--- config.mk ---
export PLATFORM = sky130hd
export DESIGN_NAME = pid_speed_controller
export DESIGN_NICKNAME = d
export VERILOG_FILES = /design/src/rtl/pidsc_pkg.sv /design/src/rtl/pid_speed_controller.sv
export SDC_FILE = /design/constraint.sdc
export NUM_CORES = 2
export LEC_CHECK = 0
export ABC_CLOCK_PERIOD_IN_PS = 12980
export BUFFER_PORTS_ARGS = -buffer_cell sky130_fd_sc_hd__buf_4
export CORE_UTILIZATION = 55
export CTS_BUF_LIST = sky130_fd_sc_hd__clkbuf_2
export DETAILED_ROUTE_END_ITERATION = 6
export PLACE_DENSITY = 0.71
export SLEW_MARGIN = 10
export SYNTH_ARGS = -nofsm -noshare
export SYNTH_HDL_FRONTEND = slang
export SYNTH_SLANG_ARGS = --single-unit
--- constraint.sdc ---
create_clock -name clk_i -period 12.98 [get_ports clk_i]
set_input_delay 2.596 -clock clk_i [delete_from_list [all_inputs] [get_ports clk_i]]
set_output_delay 2.596 -clock clk_i [all_outputs]
set_load 0.02 [all_outputs]
--- src/rtl/pidsc_pkg.sv ---
// Shared constants for the PID speed regulator: register indices, mode codes,
// reset values and fixed-point limits. No dependencies.
`default_nettype none

package pidsc_pkg;

  // Widths of the fixed-point operands and ports
  localparam int unsigned SPEED_W   = 16;
  localparam int unsigned ERR_W     = SPEED_W + 1;
  localparam int unsigned DIFF_W    = SPEED_W + 2;
  localparam int unsigned INTEG_W   = 32;
  localparam int unsigned DRIVE_W   = 24;
  localparam int unsigned Q_SHIFT   = 8;
  localparam int unsigned CFG_IDX_W = 3;
  localparam int unsigned CFG_DAT_W = 16;
  localparam int unsigned MODE_W    = 2;

  // Mode codes; the unused code behaves as full PID
  localparam logic [MODE_W-1:0] MODE_P   = 2'd0;
  localparam logic [MODE_W-1:0] MODE_PI  = 2'd1;
  localparam logic [MODE_W-1:0] MODE_PID = 2'd2;

  // Configuration register indices
  localparam logic [CFG_IDX_W-1:0] REG_MODE   = 3'd0;
  localparam logic [CFG_IDX_W-1:0] REG_TARGET = 3'd1;
  localparam logic [CFG_IDX_W-1:0] REG_GAIN_P = 3'd2;
  localparam logic [CFG_IDX_W-1:0] REG_GAIN_I = 3'd3;
  localparam logic [CFG_IDX_W-1:0] REG_GAIN_D = 3'd4;

  // Reset values of the configuration registers (Q8.8)
  localparam logic signed [SPEED_W-1:0] TARGET_RST = 16'sd256;
  localparam logic signed [SPEED_W-1:0] GAIN_P_RST = 16'sd2048;
  localparam logic signed [SPEED_W-1:0] GAIN_I_RST = 16'sd102;
  localparam logic signed [SPEED_W-1:0] GAIN_D_RST = 16'sd0;

  // Limits: 150.0 integral clamp in PI mode, 99.0 cut-off in PID mode
  localparam int PI_LIMIT  = 38400;
  localparam int PID_LIMIT = 25344;

endpackage

`default_nettype wire

--- src/rtl/pid_speed_controller.sv ---
// Positional PID speed regulator, Q8.8 fixed point, top level.
// Throughput: one word per cycle while out_ready_i does not stall the pipe.
// The integral update is a single add and clamp.
// Stages: error and state update, gain products, sum and limit to output.
// Reset: configuration returns to PID mode with default gains, state clears.
// Depends on pidsc_pkg.
`default_nettype none

module pid_speed_controller (
  input  wire                                   clk_i,
  input  wire                                   rst_ni,
  // configuration write port
  input  wire                                   cfg_we_i,
  input  wire  [pidsc_pkg::CFG_IDX_W-1:0]       cfg_index_i,
  input  wire  [pidsc_pkg::CFG_DAT_W-1:0]       cfg_data_i,
  // speed sample channel
  input  wire                                   in_valid_i,
  output logic                                  in_ready_o,
  input  wire  signed [pidsc_pkg::SPEED_W-1:0]  measured_speed_i,
  // drive channel
  output logic                                  out_valid_o,
  input  wire                                   out_ready_i,
  output logic signed [pidsc_pkg::DRIVE_W-1:0]  drive_o,
  output logic                                  zeroed_o
);
  import pidsc_pkg::*;

  localparam int unsigned SUM_IW = INTEG_W + 2;
  localparam int unsigned PP_W   = SPEED_W + ERR_W;
  localparam int unsigned PI_W   = SPEED_W + INTEG_W;
  localparam int unsigned PD_W   = SPEED_W + DIFF_W;
  localparam int unsigned TP_W   = PP_W - Q_SHIFT;
  localparam int unsigned TI_W   = PI_W - Q_SHIFT;
  localparam int unsigned TD_W   = PD_W - Q_SHIFT;
  localparam int unsigned SUM_W  = TI_W + 2;

  localparam logic signed [SUM_IW-1:0] PI_HI  = SUM_IW'(PI_LIMIT);
  localparam logic signed [SUM_IW-1:0] PI_LO  = -SUM_IW'(PI_LIMIT);
  localparam logic signed [SUM_IW-1:0] I32_HI = SUM_IW'(64'sh7fffffff);
  localparam logic signed [SUM_IW-1:0] I32_LO = -SUM_IW'(64'sh80000000);
  localparam logic signed [SUM_W-1:0]  PID_HI = SUM_W'(PID_LIMIT);
  localparam logic signed [SUM_W-1:0]  PID_LO = -SUM_W'(PID_LIMIT);
  localparam logic signed [SUM_W-1:0]  DRV_HI = SUM_W'(64'sh7fffff);
  localparam logic signed [SUM_W-1:0]  DRV_LO = -SUM_W'(64'sh800000);

  // configuration registers
  logic [MODE_W-1:0]         mode_q;
  logic signed [SPEED_W-1:0] target_q, gain_p_q, gain_i_q, gain_d_q;

  // controller state
  logic signed [INTEG_W-1:0] integ_q, integ_d;
  logic signed [ERR_W-1:0]   prev_err_q, prev_err_d;

  // pipeline valids and handshake
  logic v0_q, v1_q, v2_q, vo_q;
  logic rdy1, rdy2, rdy3;
  logic in_fire, s0_adv, s1_adv, s2_adv;

  // stage payloads
  logic signed [SPEED_W-1:0] meas_q;
  logic signed [ERR_W-1:0]   s1_err_q;
  logic signed [INTEG_W-1:0] s1_integ_q;
  logic signed [DIFF_W-1:0]  s1_diff_q;
  logic signed [TP_W-1:0]    p_term_q;
  logic signed [TI_W-1:0]    i_term_q;
  logic signed [TD_W-1:0]    d_term_q;
  logic signed [DRIVE_W-1:0] drive_q, drive_d;
  logic                      zeroed_q, zeroed_d;

  // combinational stage values
  logic signed [ERR_W-1:0]   err;
  logic signed [DIFF_W-1:0]  diff;
  logic signed [SUM_IW-1:0]  integ_sum;
  logic signed [PP_W-1:0]    prod_p;
  logic signed [PI_W-1:0]    prod_i;
  logic signed [PD_W-1:0]    prod_d;
  logic signed [SUM_W-1:0]   sum;

  // write configuration registers; unknown indices are dropped
  always_ff @(posedge clk_i or negedge rst_ni) begin
    if (!rst_ni) begin
      mode_q   <= MODE_PID;
      target_q <= TARGET_RST;
      gain_p_q <= GAIN_P_RST;
      gain_i_q <= GAIN_I_RST;
      gain_d_q <= GAIN_D_RST;
    end else if (cfg_we_i) begin
      case (cfg_index_i)
        REG_MODE:   mode_q   <= cfg_data_i[MODE_W-1:0];
        REG_TARGET: target_q <= cfg_data_i;
        REG_GAIN_P: gain_p_q <= cfg_data_i;
        REG_GAIN_I: gain_i_q <= cfg_data_i;
        REG_GAIN_D: gain_d_q <= cfg_data_i;
        default: ;
      endcase
    end
  end

  // handshake chain: each stage advances when the next one can take its word
  assign rdy3       = !vo_q || out_ready_i;
  assign rdy2       = !v2_q || rdy3;
  assign rdy1       = !v1_q || rdy2;
  assign in_ready_o = !v0_q || rdy1;
  assign in_fire    = in_valid_i && in_ready_o;
  assign s0_adv     = v0_q && rdy1;
  assign s1_adv     = v1_q && rdy2;
  assign s2_adv     = v2_q && rdy3;

  always_ff @(posedge clk_i or negedge rst_ni) begin
    if (!rst_ni) begin
      v0_q <= 1'b0;
      v1_q <= 1'b0;
      v2_q <= 1'b0;
      vo_q <= 1'b0;
    end else begin
      v0_q <= in_fire || (v0_q && !s0_adv);
      v1_q <= s0_adv  || (v1_q && !s1_adv);
      v2_q <= s1_adv  || (v2_q && !s2_adv);
      vo_q <= s2_adv  || (vo_q && !(vo_q && out_ready_i));
    end
  end

  // capture the speed sample
  always_ff @(posedge clk_i) begin
    if (in_fire) begin
      meas_q <= measured_speed_i;
    end
  end

  // error, derivative difference and integral update for the mode
  always_comb begin
    err       = {target_q[SPEED_W-1], target_q} - {meas_q[SPEED_W-1], meas_q};
    diff      = {err[ERR_W-1], err} - {prev_err_q[ERR_W-1], prev_err_q};
    integ_sum = {{(SUM_IW-INTEG_W){integ_q[INTEG_W-1]}}, integ_q}
              + {{(SUM_IW-ERR_W){err[ERR_W-1]}}, err};
    integ_d    = integ_q;
    prev_err_d = prev_err_q;
    if (mode_q == MODE_PI) begin
      if (integ_sum > PI_HI) begin
        integ_d = INTEG_W'(PI_HI);
      end else if (integ_sum < PI_LO) begin
        integ_d = INTEG_W'(PI_LO);
      end else begin
        integ_d = integ_sum[INTEG_W-1:0];
      end
    end else if (mode_q != MODE_P) begin
      if (integ_sum > I32_HI) begin
        integ_d = INTEG_W'(I32_HI);
      end else if (integ_sum < I32_LO) begin
        integ_d = INTEG_W'(I32_LO);
      end else begin
        integ_d = integ_sum[INTEG_W-1:0];
      end
      prev_err_d = err;
    end
  end

  // hold state between words; advance it once per word
  always_ff @(posedge clk_i or negedge rst_ni) begin
    if (!rst_ni) begin
      integ_q    <= '0;
      prev_err_q <= '0;
    end else if (s0_adv) begin
      integ_q    <= integ_d;
      prev_err_q <= prev_err_d;
    end
  end

  always_ff @(posedge clk_i) begin
    if (s0_adv) begin
      s1_err_q   <= err;
      s1_integ_q <= integ_d;
      s1_diff_q  <= diff;
    end
  end

  // gain products, truncated back to Q8.8 by dropping the low bits
  assign prod_p = gain_p_q * s1_err_q;
  assign prod_i = gain_i_q * s1_integ_q;
  assign prod_d = gain_d_q * s1_diff_q;

  always_ff @(posedge clk_i) begin
    if (s1_adv) begin
      p_term_q <= prod_p[PP_W-1:Q_SHIFT];
      i_term_q <= (mode_q == MODE_P) ? '0 : prod_i[PI_W-1:Q_SHIFT];
      d_term_q <= (mode_q == MODE_P || mode_q == MODE_PI) ? '0
                                                          : prod_d[PD_W-1:Q_SHIFT];
    end
  end

  // sum the terms, then saturate or cut off depending on the mode
  always_comb begin
    sum = {{(SUM_W-TP_W){p_term_q[TP_W-1]}}, p_term_q}
        + {{(SUM_W-TI_W){i_term_q[TI_W-1]}}, i_term_q}
        + {{(SUM_W-TD_W){d_term_q[TD_W-1]}}, d_term_q};
    zeroed_d = 1'b0;
    if (mode_q == MODE_P || mode_q == MODE_PI) begin
      if (sum > DRV_HI) begin
        drive_d = DRIVE_W'(DRV_HI);
      end else if (sum < DRV_LO) begin
        drive_d = DRIVE_W'(DRV_LO);
      end else begin
        drive_d = sum[DRIVE_W-1:0];
      end
    end else if (sum > PID_HI || sum < PID_LO) begin
      drive_d  = '0;
      zeroed_d = 1'b1;
    end else begin
      drive_d = sum[DRIVE_W-1:0];
    end
  end

  // output register
  always_ff @(posedge clk_i) begin
    if (s2_adv) begin
      drive_q  <= drive_d;
      zeroed_q <= zeroed_d;
    end
  end

  assign out_valid_o = vo_q;
  assign drive_o     = drive_q;
  assign zeroed_o    = zeroed_q;

`ifndef NO_ASSERTIONS
  // a cut-off drive word carries zero
  assert property (@(posedge clk_i) disable iff (!rst_ni)
    (out_valid_o && zeroed_o) |-> (drive_o == '0))
    else $error("zeroed drive word is not zero");

  // the cut-off flag only arises in PID mode
  assert property (@(posedge clk_i) disable iff (!rst_ni)
    (out_valid_o && (mode_q == MODE_P || mode_q == MODE_PI)) |-> !zeroed_o)
    else $error("zeroed flag outside PID mode");

  // a PI step leaves the integral within the clamp
  assert property (@(posedge clk_i) disable iff (!rst_ni)
    (s0_adv && mode_q == MODE_PI) |=>
      (integ_q <= INTEG_W'(PI_HI) && integ_q >= INTEG_W'(PI_LO)))
    else $error("PI integral outside clamp");

  // state moves only when a word leaves the first stage
  assert property (@(posedge clk_i) disable iff (!rst_ni)
    !s0_adv |=> ($stable(integ_q) && $stable(prev_err_q)))
    else $error("controller state changed without a word");
`endif

endmodule

`default_nettype wire
**Yosys cells after proc, flatten, opt, wreduce, memory -nomap -nowiden**

Cells that the tools add are included.

- Word-level logic and storage cells: 89
- Input port bits: 40
- Output and inout bits: 27
- Bits in registers: 318

- $lt $le $gt $ge: 8
- Multiply operators: 3
- Muxes and demuxes: 11
- Add/sub/neg operators: 5
- Equal/unequal tests: 5
- Reduce and logical (&&, ||, !) cells: 36
- Bitwise logic cells: 1

Operator list:

| kind | number |
|---|---|
| 32-bit 2-to-1 mux | 6 |
| 24-bit 2-to-1 mux | 4 |
| 16-bit by 32-bit multiplier with 48-bit output | 1 |
| 41-bit by 26-bit adder with 42-bit output | 1 |
| 42-bit by 16-bit > comparator with 1-bit output (second input constant) | 1 |
| 42-bit by 24-bit > comparator with 1-bit output (second input constant) | 1 |
| 42-bit by 16-bit < comparator with 1-bit output (second input constant) | 1 |
| 42-bit by 24-bit < comparator with 1-bit output (second input constant) | 1 |
| 25-bit by 40-bit adder with 41-bit output | 1 |
| 16-bit by 18-bit multiplier with 34-bit output | 1 |
| 32-bit by 17-bit adder with 33-bit output | 1 |
| 33-bit by 17-bit > comparator with 1-bit output (second input constant) | 1 |
| 33-bit by 32-bit > comparator with 1-bit output (second input constant) | 1 |
| 33-bit by 17-bit < comparator with 1-bit output (second input constant) | 1 |
| 33-bit by 32-bit < comparator with 1-bit output (second input constant) | 1 |
| 16-bit by 17-bit multiplier with 33-bit output | 1 |
| 17-bit by 17-bit subtractor with 18-bit output | 1 |
| 16-bit by 16-bit subtractor with 17-bit output | 1 |
| 1-bit logical OR | 10 |
| 2-bit AND reduction | 5 |
| 1-bit logical AND | 9 |
| 1-bit zero test | 8 |
| 3-bit by 2-bit == test with 1-bit output (second input constant) | 2 |
| 3-bit by 1-bit == test with 1-bit output (second input constant) | 1 |
| 8 further kinds | 8 |

**Longest topological paths before layout**

- Depth in word-level cells: 8
- Depth in mapped cells: 30
- Gate-level depth less buffers: 28

**Worst setup path after synthesis**

OpenSTA, ideal clock, no wires.

- Path type: reg2reg
- From: reg gain_i_q[2]
- To: reg i_term_q[38] (data pin)
- Setup slack: 5.988 ns
- Required time: 12.714 ns
- Library setup time: 0.266 ns
- Period minus slack after synthesis: 6.992 ns
- Buffers on the path: 1
- Data arrival time: 6.726 ns
- Cell stages (with the launch flop): 27
- Cells stage by stage: dfstp_2 clkbuf_1 nand2_1 fa_1 inv_1 fa_1 inv_1 fa_1 inv_1 fa_1 inv_1 fa_1 fa_1 inv_1 ha_1 a211o_1 o31ai_1 o21bai_1 o211ai_1 a21o_1 a211oi_1 a21oi_1 o21ai_0 o311ai_0 a21oi_1 xor2_1 nor2_1

- Cells in the longest elaborated chain, start to end: 1

Ends and longest elaborated chain:

| element | line | source |
|---|---|---|
| from (decl) | pid_speed_controller.sv:48 | `logic signed [SPEED_W-1:0] target_q, gain_p_q, gain_i_q, gain_d_q;` |
| from (signal assigned) | pid_speed_controller.sv:92 | `REG_GAIN_I: gain_i_q <= cfg_data_i;` |
| 16-bit by 32-bit multiplier with 48-bit output | pid_speed_controller.sv:179 | `assign prod_i = gain_i_q * s1_integ_q;` |
| to (signal assigned) | pid_speed_controller.sv:185 | `i_term_q <= (mode_q == MODE_P) ? '0 : prod_i[PI_W-1:Q_SHIFT];` |
| to (decl) | pid_speed_controller.sv:65 | `logic signed [TI_W-1:0] i_term_q;` |

No other way between the ends.
A chain may end at the register's enable or synchronous reset.

**Worst setup path after layout**

- From: reg gain_i_q[3]
- To: reg i_term_q[38] (data pin)

The elaborated chain is that of the path after synthesis.

==> impl_metrics.py <==
metrics = {
    "status": {
        "outcome": "complete, no violations",
    },
    "sta": {
        "finalMaxSlewViolations": 0,
        "tightest_slew_ns": 1.16,
        "fin_crit_ns": 8.00,
        "fin_crit_sh": 0.617,
        "skew_ns": 0.156,
        "fmax_ghz": 0.125,
        "setup_tns_ns": 0,
        "finalSetupViolCount": 0,
        "hold_viol": 0,
        "max-slew-margin-rel": 0.213,
        "rsz0062_at_grt": "false",
    },
    "min_path": {
        "min_to": "prev_err_q[1]$_DFFE_PN0P_",
        "min_path_type": "reg -> reg",
        "whs_path_depth": 2,
        "hold_path.startpoint": "prev_err_q[1]$_DFFE_PN0P_",
    },
    "cts": {
        "cts_resized": 0,
        "cts_max_path_buffers": 3,
        "h-tree-depth": 3,
        "cts-root-buf": "clkbuf_2",
        "hold_buffers": 0,
        "clock_sinks": 318,
        "clk_pin_slew_worst_paths_ns": 0.10,
        "cts_tree": "built",
        "cts_setup_buffers": 0,
        "cts-buffers-inserted": 87,
        "clock_latency_ns": 1.31,
    },
    "layout": {
        "areaGrowthSynthToFinish_pct": 4.50,
        "nFillCells": 8790,
        "drive_above_1_share": 0.0645,
        "utilization": 0.581,
        "stdcell_count": 7346,
        "seq_area_um2": 8960,
        "multi_input_area_um2": 42300,
        "fin_nets": 7419,
    },
    "worst_setup_path": {
        "cp.required_ns": 14.00,
        "critPathMaxFanout": 33,
        "cpMaxStageDelayCell": "dfrtp_1",
        "rrSetupSlack_ns": 4.98,
        "startpoint_type": "flop",
        "critPathCaptureType": "flop",
        "worst_path_largest_cell_delay_ns": 1.11,
        "crit_type": "reg -> reg",
        "r2r_cells": 25,
        "reg2reg_to": "i_term_q[38]$_SDFFCE_PP0P_",
        "cp_common_cell": "fa_1",
        "crit_arrival_ns": 9.03,
        "r2r-start": "gain_i_q[3]$_DFFE_PN0P_",
    },
    "floorplanning": {
        "die_h_um": 323,
        "row_count": 117,
        "core_um2": 102000,
        "die_w_um": 323,
        "io_pins": 67,
        "die_area_um2": 104000,
        "start_util": 0.556,
    },
    "yosys": {
        "yosysTopAreaCell": "fa_1",
        "synth_seq_cells": 318,
        "synth.most_common_cell": "inv_1",
        "netlist_top_cells_area": "fa_1, edfxtp_1, ha_1",
        "ys_top_cells_by_count": "inv_1, fa_1, nand2_1",
        "postSynthAreaPerCell_um2": 9.52,
        "synth_fp_nets": 7468,
        "synthesis.area_um2": 56700,
        "synth-seq-area-share": 0.158,
        "synthArstFlopShare": 0.374,
        "netlist.area_leader.share": 0.386,
        "ys_types": 98,
        "postSynthCellCount": 5955,
        "synth_ff_type": "edfxtp_1",
        "synth-edff-count": 199,
        "yosysWarnings": 0,
    },
    "detailed_routing": {
        "drtIter0Drc": 3373,
        "wl_per_cell_um": 19.9,
        "via_per_inst": 5.62,
        "drt_wl_total_um": 146000,
        "firstDrtPassIters": 6,
        "vias": 41261,
        "drc": 0,
        "drtAntennaViolNets": 0,
    },
    "placed_design": {
        "port_buffers": 66,
        "dp.cells": 7183,
        "globalplace.congestion": 0.921,
        "dp.final_hpwl_um": 119000,
    },
    "global_route": {
        "grt_first_pass_wirelength_um": 234000,
        "grt_pass1_vias": 42730,
        "grt_antenna_before_repair": 11,
        "grt_overflow": 0,
        "grt_max_degree": 77,
        "grt.total_usage": 0.291,
    },
    "run": {
        "max-cap-violations": 0,
    },
}
worst max-delay path: cells and delay by family, from the launching register on:
kind | cells | cell delay, ns
buf+inv | 5 | 0.26
flops | 1 | 1.11
fa+ha+maj | 7 | 3.34
xor+xnor | 1 | 0.16
simple gates | 2 | 0.23
compound gates | 10 | 2.63
worst max path at each step:
stage / slack (ns) / start / cells past startpoint / end
2_1_floorplan: 5.99 / gain_i_q[2]$_DFFE_PN1P_ / 26 / i_term_q[38]$_SDFFCE_PP0P_
3_3_place_gp: 5.08 / gain_i_q[10]$_DFFE_PN0P_ / 23 / i_term_q[38]$_SDFFCE_PP0P_
3_5_place_dp: 4.89 / gain_i_q[10]$_DFFE_PN0P_ / 23 / i_term_q[38]$_SDFFCE_PP0P_
4_1_cts: 4.82 / gain_i_q[10]$_DFFE_PN0P_ / 23 / i_term_q[38]$_SDFFCE_PP0P_
5_1_grt: 4.48 / gain_i_q[3]$_DFFE_PN0P_ / 25 / i_term_q[38]$_SDFFCE_PP0P_
6_report: 4.98 / gain_i_q[3]$_DFFE_PN0P_ / 25 / i_term_q[38]$_SDFFCE_PP0P_
cells by family (layout without fill, tap and decap cells):
kind of cell	count (synthesis)	in the layout	share of synthesized area
other	0	6	0
AOI/OAI and AO/OA	696	696	0.0820
adders and majority gates	1488	1488	0.472
xor gates and xnor gates	171	171	0.0264
DFF	318	318	0.158
muxes	79	79	0.0156
and+or+nand+nor	1758	1758	0.149
buffers and inverters	1445	1462	0.0965
stage by stage:
stage	setup slack, ns	area (µm²)	hold WS [ns]
final	4.98	59300	0.497
after global placement	5.08	58300	0.467
after floorplan	5.99	56700	0.450
after detailed placement	4.89	58300	0.478
after global routing	4.48	59300	0.530
after CTS	4.82	59200	0.498
cell type report:
type | count | share of cell area
clock buffer | 125 | 0.0106
antenna | 6 | 0.000253
tap | 1368 | 0.0289
multi-input combinational | 4192 | 0.714
clock inverter | 30 | 0.00486
sequential | 318 | 0.151
inverter | 1204 | 0.0763
timing repair buffer | 103 | 0.0135
cells in the final DEF (no fill, tap or decap), types with 16 or more instances in the layout:
master and n:
o21a_1 30, a22o_1 16, buf_4 101, and2_1 375, xnor2_1 110, nand3_1 50, o21ai_1 21, and3_1 23
nor3_1 53, clkbuf_2 125, nand4_1 41, a211oi_1 19, a31oi_1 25, clkinv_1 18, o21bai_1 28, nand2_1 813
nand2b_1 67, nor2b_1 34, mux2_2 74, a21o_1 72, ha_1 380, dfrtp_1 111, fa_1 1093, xor2_1 60
edfxtp_1 199, o21ai_0 149, a21oi_1 169, nor2_1 210, inv_1 1201
flip-flops by register name, indices dropped and copies added, names as in the netlist:
signal / flops
gain_d_q: 16
prev_err_q: 17
s1_diff_q: 18
drive_o: 24
zeroed_o: 1
v0_q: 1
gain_i_q: 16
v1_q: 1
gain_p_q: 16
p_term_q: 25
d_term_q: 26
i_term_q: 40
target_q: 16
s1_integ_q: 32
v2_q: 1
out_valid_o: 1
integ_q: 32
s1_err_q: 17
meas_q: 16
mode_q: 2
layer usage:
| layer | vias to the layer above | global-route usage | part of all wire |
|---|---|---|---|
| li1 | 18496 | - | - |
| met1 | 20860 | 0.407 | 0.43 |
| met2 | 1625 | 0.453 | 0.45 |
| met3 | 272 | 0.0702 | 0.093 |
| met4 | 8 | 0.0798 | 0.026 |
| met5 | - | 0 | 0.00032 |
Power is left out: the tool's default activity adds up to more than one toggle a clock period on the data nets, which glitch-free logic cannot reach.
